**src/rtl/core/smpf_pkg.sv**
```systemverilog
`default_nettype none

package smpf_pkg;

  // receive fifo sizing
  localparam int FIFO_DEPTH = 16;
  localparam int CNT_W      = $clog2(FIFO_DEPTH + 1);
  localparam int ID_COUNT   = 6;

  // operation codes
  localparam logic [1:0] OP_READ  = 2'd0;
  localparam logic [1:0] OP_WRITE = 2'd1;
  localparam logic [1:0] OP_MOUSE = 2'd2;

  // register offsets with special behavior
  localparam logic [2:0] PORT_DATA   = 3'd0;
  localparam logic [2:0] PORT_MCR    = 3'd4;
  localparam logic [2:0] PORT_STATUS = 3'd5;

  // byte constants
  localparam logic [7:0] ID_BYTE     = 8'h4D;
  localparam logic [7:0] STATUS_IDLE = 8'h01;
  localparam logic [7:0] STATUS_DATA = 8'h60;
  localparam logic [1:0] SYNC_BITS   = 2'b11;

  typedef struct packed {
    logic [1:0]        operation;
    logic [2:0]        port;
    logic [7:0]        write_data;
    logic              left_button;
    logic              right_button;
    logic signed [7:0] x_move;
    logic signed [7:0] y_move;
  } in_item_t;

  typedef struct packed {
    logic [7:0] read_data;
    logic       irq_pulse;
  } out_result_t;

  // commands from the port logic to the fifo
  typedef struct packed {
    logic       pop;
    logic       id_reset;
    logic       push3;
    logic [7:0] byte0;
    logic [7:0] byte1;
    logic [7:0] byte2;
  } fifo_cmd_t;

  // fifo status seen by the port logic
  typedef struct packed {
    logic [7:0] head;
    logic       nonempty;
    logic       multi;
  } fifo_stat_t;

endpackage

`default_nettype wire

```
**src/rtl/core/smpf_in_stage.sv**
```systemverilog
`default_nettype none

module smpf_in_stage (
  input  wire logic              clk,
  input  wire logic              rst_n,
  input  wire logic              accept,
  input  wire smpf_pkg::in_item_t in_item,
  output logic                   item_valid,
  output smpf_pkg::in_item_t     item
);

  logic               valid_r;
  smpf_pkg::in_item_t item_r;

  // valid flag for the captured item
  always_ff @(posedge clk) begin
    if (!rst_n) begin
      valid_r <= 1'b0;
    end else begin
      valid_r <= accept;
    end
  end

  // capture the payload on each transfer
  always_ff @(posedge clk) begin
    if (accept) begin
      item_r <= in_item;
    end
  end

  assign item_valid = valid_r;
  assign item       = item_r;

endmodule

`default_nettype wire

```
**src/rtl/core/smpf_rx_fifo.sv**
```systemverilog
`default_nettype none

module smpf_rx_fifo (
  input  wire logic                clk,
  input  wire logic                rst_n,
  input  wire smpf_pkg::fifo_cmd_t cmd,
  output smpf_pkg::fifo_stat_t     stat
);

  localparam int D = smpf_pkg::FIFO_DEPTH;
  localparam int W = smpf_pkg::CNT_W;

  logic [7:0]   entry_r   [D];
  logic [7:0]   entry_nxt [D];
  logic [W-1:0] count_r;
  logic [W-1:0] count_nxt;
  logic [W:0]   count_ext;
  logic [W:0]   sum3;

  assign count_ext = {1'b0, count_r};
  assign sum3      = count_ext + (W+1)'(3);

  // per-entry next value: shift on pop, ID bytes on id reset, fill on push
  for (genvar i = 0; i < D; i++) begin : g_entry
    localparam logic [W:0] IDX = (W+1)'(i);
    always_comb begin
      entry_nxt[i] = entry_r[i];
      if (cmd.pop) begin
        if (i < D - 1) begin
          entry_nxt[i] = entry_r[(i < D - 1) ? i + 1 : i];
        end
      end else if (cmd.id_reset) begin
        if (i < smpf_pkg::ID_COUNT) begin
          entry_nxt[i] = smpf_pkg::ID_BYTE;
        end
      end else if (cmd.push3) begin
        if (IDX == count_ext) begin
          entry_nxt[i] = cmd.byte0;
        end else if (IDX == count_ext + (W+1)'(1)) begin
          entry_nxt[i] = cmd.byte1;
        end else if (IDX == count_ext + (W+1)'(2)) begin
          entry_nxt[i] = cmd.byte2;
        end
      end
    end

    always_ff @(posedge clk) begin
      if (!rst_n) begin
        entry_r[i] <= 8'h00;
      end else begin
        entry_r[i] <= entry_nxt[i];
      end
    end
  end

  // fill count, saturating at the depth
  always_comb begin
    count_nxt = count_r;
    if (cmd.pop) begin
      if (count_r != '0) begin
        count_nxt = count_r - W'(1);
      end
    end else if (cmd.id_reset) begin
      count_nxt = W'(smpf_pkg::ID_COUNT);
    end else if (cmd.push3) begin
      if (sum3 > (W+1)'(D)) begin
        count_nxt = W'(D);
      end else begin
        count_nxt = sum3[W-1:0];
      end
    end
  end

  always_ff @(posedge clk) begin
    if (!rst_n) begin
      count_r <= '0;
    end else begin
      count_r <= count_nxt;
    end
  end

  assign stat.head     = entry_r[0];
  assign stat.nonempty = (count_r != '0);
  assign stat.multi    = (count_r > W'(1));

endmodule

`default_nettype wire

```
**src/rtl/core/smpf_port_ctrl.sv**
```systemverilog
`default_nettype none

module smpf_port_ctrl (
  input  wire logic                 clk,
  input  wire logic                 rst_n,
  input  wire logic                 item_valid,
  input  wire smpf_pkg::in_item_t   item,
  input  wire smpf_pkg::fifo_stat_t stat,
  output smpf_pkg::fifo_cmd_t       cmd,
  output logic                      out_valid,
  output smpf_pkg::out_result_t     out_result
);

  logic [7:0]            regs_r   [8];
  logic [7:0]            regs_nxt [8];
  logic                  valid_r;
  smpf_pkg::out_result_t result_r;
  smpf_pkg::out_result_t result_nxt;
  logic                  is_read;
  logic                  is_write;
  logic                  is_mouse;
  logic                  id_change;

  assign is_read  = item_valid && (item.operation == smpf_pkg::OP_READ);
  assign is_write = item_valid && (item.operation == smpf_pkg::OP_WRITE);
  assign is_mouse = item_valid && (item.operation == smpf_pkg::OP_MOUSE);

  // mouse reset when bit 0 of the modem control register toggles
  assign id_change = is_write && (item.port == smpf_pkg::PORT_MCR) &&
                     (item.write_data[0] != regs_r[smpf_pkg::PORT_MCR][0]);

  // fifo commands, three-byte motion packet
  always_comb begin
    cmd.pop      = is_read && (item.port == smpf_pkg::PORT_DATA);
    cmd.id_reset = id_change;
    cmd.push3    = is_mouse;
    cmd.byte0    = {smpf_pkg::SYNC_BITS, item.left_button, item.right_button,
                    item.y_move[7:6], item.x_move[7:6]};
    cmd.byte1    = {2'b00, item.x_move[5:0]};
    cmd.byte2    = {2'b00, item.y_move[5:0]};
  end

  // register file update
  always_comb begin
    for (int i = 0; i < 8; i++) begin
      regs_nxt[i] = regs_r[i];
    end
    if (is_write) begin
      regs_nxt[item.port] = item.write_data;
    end else if (cmd.pop) begin
      regs_nxt[smpf_pkg::PORT_MCR] = {7'b0, ~regs_r[smpf_pkg::PORT_MCR][0]};
    end
  end

  always_ff @(posedge clk) begin
    if (!rst_n) begin
      for (int i = 0; i < 8; i++) begin
        regs_r[i] <= 8'h00;
      end
    end else begin
      for (int i = 0; i < 8; i++) begin
        regs_r[i] <= regs_nxt[i];
      end
    end
  end

  // result data and interrupt
  always_comb begin
    result_nxt.read_data = 8'h00;
    result_nxt.irq_pulse = 1'b0;
    if (is_read) begin
      case (item.port)
        smpf_pkg::PORT_DATA: begin
          result_nxt.read_data = stat.head;
          result_nxt.irq_pulse = stat.multi;
        end
        smpf_pkg::PORT_STATUS: begin
          result_nxt.read_data = stat.nonempty ?
                                 (smpf_pkg::STATUS_DATA | smpf_pkg::STATUS_IDLE) :
                                 smpf_pkg::STATUS_IDLE;
        end
        default: begin
          result_nxt.read_data = regs_r[item.port];
        end
      endcase
    end else if (id_change) begin
      result_nxt.irq_pulse = 1'b1;
    end else if (is_mouse) begin
      result_nxt.irq_pulse = !stat.nonempty;
    end
  end

  // result register
  always_ff @(posedge clk) begin
    if (!rst_n) begin
      valid_r <= 1'b0;
    end else begin
      valid_r <= item_valid;
    end
  end

  always_ff @(posedge clk) begin
    result_r <= result_nxt;
  end

  assign out_valid  = valid_r;
  assign out_result = result_r;

endmodule

`default_nettype wire

```
**src/rtl/core/serial_mouse_port_fifo_core.sv**
```systemverilog
// Serial mouse port: eight byte registers with a 16-byte receive fifo.
// Input channel: drive in_item with start high; the item is taken at a rising
// edge where start is high and busy is low. busy stays low, so an item may be
// given in every cycle.
// Operations: port read, port write, mouse event (three-byte packet push).
// Toggling bit 0 of register 4 empties the fifo and queues six 'M' bytes;
// reading register 0 pops the head byte.
// Result channel: one result per item, on out_result for exactly one cycle
// with out_valid high; the item passes the input register, then the state
// update and result register.
// Throughput: one item per cycle; the fifo is a shift register whose
// entries all update in the same cycle, so no item waits on another.
// Reset: synchronous active-low rst_n clears the fifo bytes, the fill count
// and the register file to zero and drops any item in flight.
// The receiver cannot stall; a result not taken in its cycle is gone.
`default_nettype none

module serial_mouse_port_fifo_core (
  input  wire logic                  clk,
  input  wire logic                  rst_n,
  input  wire logic                  start,
  output logic                       busy,
  input  wire smpf_pkg::in_item_t    in_item,
  output logic                       out_valid,
  output smpf_pkg::out_result_t      out_result
);

  logic                 accept;
  logic                 item_valid;
  smpf_pkg::in_item_t   item;
  smpf_pkg::fifo_cmd_t  cmd;
  smpf_pkg::fifo_stat_t stat;

  // never holds off the sender
  assign busy   = 1'b0;
  assign accept = start && !busy;

  // input register
  smpf_in_stage u_in_stage (
    .clk        (clk),
    .rst_n      (rst_n),
    .accept     (accept),
    .in_item    (in_item),
    .item_valid (item_valid),
    .item       (item)
  );

  // receive fifo
  smpf_rx_fifo u_rx_fifo (
    .clk   (clk),
    .rst_n (rst_n),
    .cmd   (cmd),
    .stat  (stat)
  );

  // register file, decode and result register
  smpf_port_ctrl u_port_ctrl (
    .clk        (clk),
    .rst_n      (rst_n),
    .item_valid (item_valid),
    .item       (item),
    .stat       (stat),
    .cmd        (cmd),
    .out_valid  (out_valid),
    .out_result (out_result)
  );

endmodule

`default_nettype wire
```
**config.mk**
```make
export PLATFORM = sky130hd
export DESIGN_NAME = serial_mouse_port_fifo_core
export DESIGN_NICKNAME = d
export VERILOG_FILES = /design/src/rtl/core/smpf_pkg.sv /design/src/rtl/core/smpf_in_stage.sv /design/src/rtl/core/smpf_rx_fifo.sv /design/src/rtl/core/smpf_port_ctrl.sv /design/src/rtl/core/serial_mouse_port_fifo_core.sv
export SDC_FILE = /design/constraint.sdc
export NUM_CORES = 1
export LEC_CHECK = 0
export BUFFER_PORTS_ARGS = -buffer_cell sky130_fd_sc_hd__buf_2
export CORE_MARGIN = 5
export CORE_UTILIZATION = 30
export CTS_BUF_LIST = sky130_fd_sc_hd__clkbuf_8
export CTS_CLUSTER_DIAMETER = 150
export DETAILED_ROUTE_END_ITERATION = 10
export PLACE_DENSITY = 0.44
export SYNTH_ARGS = -nofsm -noshare
export SYNTH_HDL_FRONTEND = slang
export SYNTH_HIERARCHICAL = 1
export SYNTH_SLANG_ARGS = --single-unit
```
**constraint.sdc**
```tcl
create_clock -name clk -period 7.6 [get_ports clk]
set_clock_uncertainty 0.15 [all_clocks]
set_input_delay 0.38 -clock clk [delete_from_list [all_inputs] [get_ports clk]]
set_output_delay 0.38 -clock clk [all_outputs]
set_load 0.02 [all_outputs]
```
==> reports/results.txt <==
Number of core rows: 77
Ports: 45
Synth area leader: dfxtp_1
R2R cell count: 9
Area growth from synthesis to layout: 10.52%
H-Tree Level Count: 2
Synthesized area per cell: 8.448 um^2
CTS clk-pin slew, worst paths: 0.06 ns
FF+latch count, synth: 223
Setup TNS: 0 ns
Ys async rst share: 0
Final instance area: 14950 um^2
Endpoint type of the worst setup path: flop
R2r endpoint: u_rx_fifo/entry_r[1][27]
CP most frequent cell: ha_1
Initial DRC count: 1107
Hold_sp: rst_n
Slowest-stage cell, CP: a21oi_1
Worst hold slack: 0.2078 ns
Cell Count, Final, Fillers Out: 2193
Vias: 12411
Vias/cell: 5.659
CTS Root Cell: clkbuf_8
Number of flops mapped to enable cells by yosys: 31
Hold Crit Class: in2reg
Critical path peak fanout: 16
CTS buffer count: 42
Initial Utilization: 0.3045
Max incr delay on CP: 0.86 ns
Remaining DRCs: 0
Die Y: 222.3 um
Drt first pass iters: 6
RR Startpoint: u_rx_fifo/count_r[0]
Crit path required time: 7.94 ns
WL/cell: 23.09 um
Largest net degree at the start of global routing: 118
Routability Congestion: 0.9008
Pwr Density: 185.7 nW/um^2
Final Critical Period: 4.154 ns
Layout Nets: 1614
Post-CTS Setup Bufs: 0
Core area: 44410 um^2
Synth Instances: 1601
Internal power: 1.965 mW
Clk buf depth: 3
Worst skew pair latency: 0.60 ns
Setup WS post-layout: 3.446 ns
Synth Warn #: 6
Worst slew pin tran: 1.249 ns
Die area: 49430 um^2
Psw: 810.8 uW
Peak Freq: 240.7 MHz
Dpl cells: 2085
Pins over their slew limit: 0
Cells on Worst Hold Path: 2
Final Hold Vio Count: 0
WL final: 50630 um
Clock power share: 0.422
Tcrit/Tclk final: 0.5465
Pleak: 5.843 nW
GRT overflow: 0
Pre-CTS setup slack: 3.513 ns
ANT cells: 0
First-pass GRT wire length: 76710 um
Share of layout cells above drive strength 1: 0.1218
RSZ-0062 raised after global routing: no
Register area share after synthesis: 0.3530
Crit-path cells: ha_1 -> and3_1 -> ha_1 -> nand2_1 -> a211oi_2 -> nor3_1 -> a21oi_1 -> nand3_1 -> o211a_1
Setup CP Type: reg2reg
WHS Endpoint: u_rx_fifo/entry_r[0][33]
Most frequent cell after synthesis: nand2_1
GRT Total Usage: 0.1971
Via count of the first global-routing pass: 11905
Combinational Power Share: 0.116
Mapped cell area: 13530 um^2
Reg2Reg Setup Slack: 3.45 ns
Initial antenna violation count: 1
Setup crit start kind: flop
Status: finished clean
Switch share: 0.2921
DPL Wire Length: 31360 um
Final setup violating endpoints: 0
Post-route ant nets: 0
Sequential power share: 0.462
Port Buffers: 43
Slew Limit Headroom: 0.1675
Clk sinks: 223
Top_reg_cell synth: dfxtp_1
CTS tree: built
VDD IR-drop max: 141.0 uV
Post-synth top cells: nand2_1, dfxtp_1, mux2i_1, o21ai_0
Die X: 222.3 um
CP Data Arrival Time: 4.49 ns
Dpl cell area: 13810 um^2
Max-cap viol count: 0
Top cells by area, synth: dfxtp_1, mux2i_1, edfxtp_1
Synth unique cells: 90
Area fraction of the dominant cell type after synthesis: 0.2842
-- logic make-up (layout without fill, tap and decap cells) --
| group | after synthesis | after routing | synth area share |
|---|---|---|---|
| AO/OA/AOI/OAI | 480 | 480 | 0.2528 |
| multiplexers | 156 | 156 | 0.1258 |
| XOR/XNOR | 4 | 4 | 0.003146 |
| flip-flops | 223 | 223 | 0.3530 |
| AND/OR/NAND/NOR | 522 | 522 | 0.1805 |
| other | 3 | 7 | 0.0008325 |
| adder cells (fa/ha/maj) | 12 | 12 | 0.01110 |
| buffers and inverters | 201 | 197 | 0.07280 |
-- state kept, by name, indices dropped and copies added, names as in the netlist --
signal                  cells
u_rx_fifo/entry_r         128
u_port_ctrl/regs_r         48
u_in_stage/item            31
u_port_ctrl/out_result      9
u_rx_fifo/count_r           5
u_in_stage/item_valid       1
u_port_ctrl/out_valid       1
-- per-layer routing --
layer | vias up | global-route usage | share of wire
met2 | 477 | 0.2888 | 0.42
met5 | - | 0 | 0.00014
met3 | 112 | 0.03880 | 0.071
met1 | 6001 | 0.2877 | 0.47
met4 | 2 | 0.06976 | 0.034
li1 | 5819 | - | -
-- cell usage in the layout (no fill, tap or decap), types with 27 or more instances in the layout --
cell,n
nand2_1,227
nor2_1,84
clkbuf_8,53
dlygate4sd3_1,31
dfxtp_1,192
mux2i_1,125
a21oi_1,95
buf_2,42
nor3_1,28
o21ai_0,109
edfxtp_1,31
nand3_1,67
inv_1,38
a31oi_1,27
nor2b_1,30
-- worst max-delay path: cells and delay by family (launching register included) --
family | cells | cell delay (ns)
flops | 1 | 0.59
compound gates | 3 | 1.81
fa+ha+maj | 2 | 0.81
simple gates | 4 | 0.68
-- timing repair --
| item | in CTS | in global routing |
|---|---|---|
| resized for setup | 0 | 0 |
| hold buffers | 31 | 0 |
| hold endpoints to repair | 31 | 0 |
-- worst max path at each step --
stage | end | slack [ns] | from | cells after the start
after floorplan | u_rx_fifo/entry_r[1][14] | 4.53 | u_rx_fifo/count_r[3] | 13
after global placement | u_rx_fifo/entry_r[1][27] | 3.68 | u_rx_fifo/count_r[0] | 9
after detailed placement | u_rx_fifo/entry_r[1][27] | 3.51 | u_rx_fifo/count_r[0] | 9
after CTS | u_rx_fifo/entry_r[1][27] | 3.48 | u_rx_fifo/count_r[0] | 9
after global routing | u_rx_fifo/entry_r[1][25] | 3.18 | u_rx_fifo/count_r[0] | 9
final | u_rx_fifo/entry_r[1][27] | 3.45 | u_rx_fifo/count_r[0] | 9
-- per-stage QoR --
step	total power, mW	utilization
2_1_floorplan	1.492	-
3_3_place_gp	1.599	0.3110
3_5_place_dp	1.600	0.3110
4_1_cts	2.797	0.3366
5_1_grt	2.896	0.3366
6_report	2.776	0.3366
-- power by group through the flow --
stage | Combinational (mW) | Clock, mW | Sequential [mW]
after global placement | 0.294 | 0 | 1.31
after detailed placement | 0.295 | 0 | 1.31
after global routing | 0.345 | 1.27 | 1.28
after floorplan | 0.235 | 0 | 1.26
after CTS | 0.308 | 1.21 | 1.28
final | 0.323 | 1.17 | 1.28
-- final cells by class --
type                       count  area (um^2)
fill                        4649        29470
multi-input combinational   1181         7796
sequential                   223         4775
tap                          592        740.7
timing repair buffer          99        732.0
clock buffer                  53        729.5
clock inverter                24        96.34
inverter                      21        78.83
No activity file was read; power rests on OpenSTA's default activity.
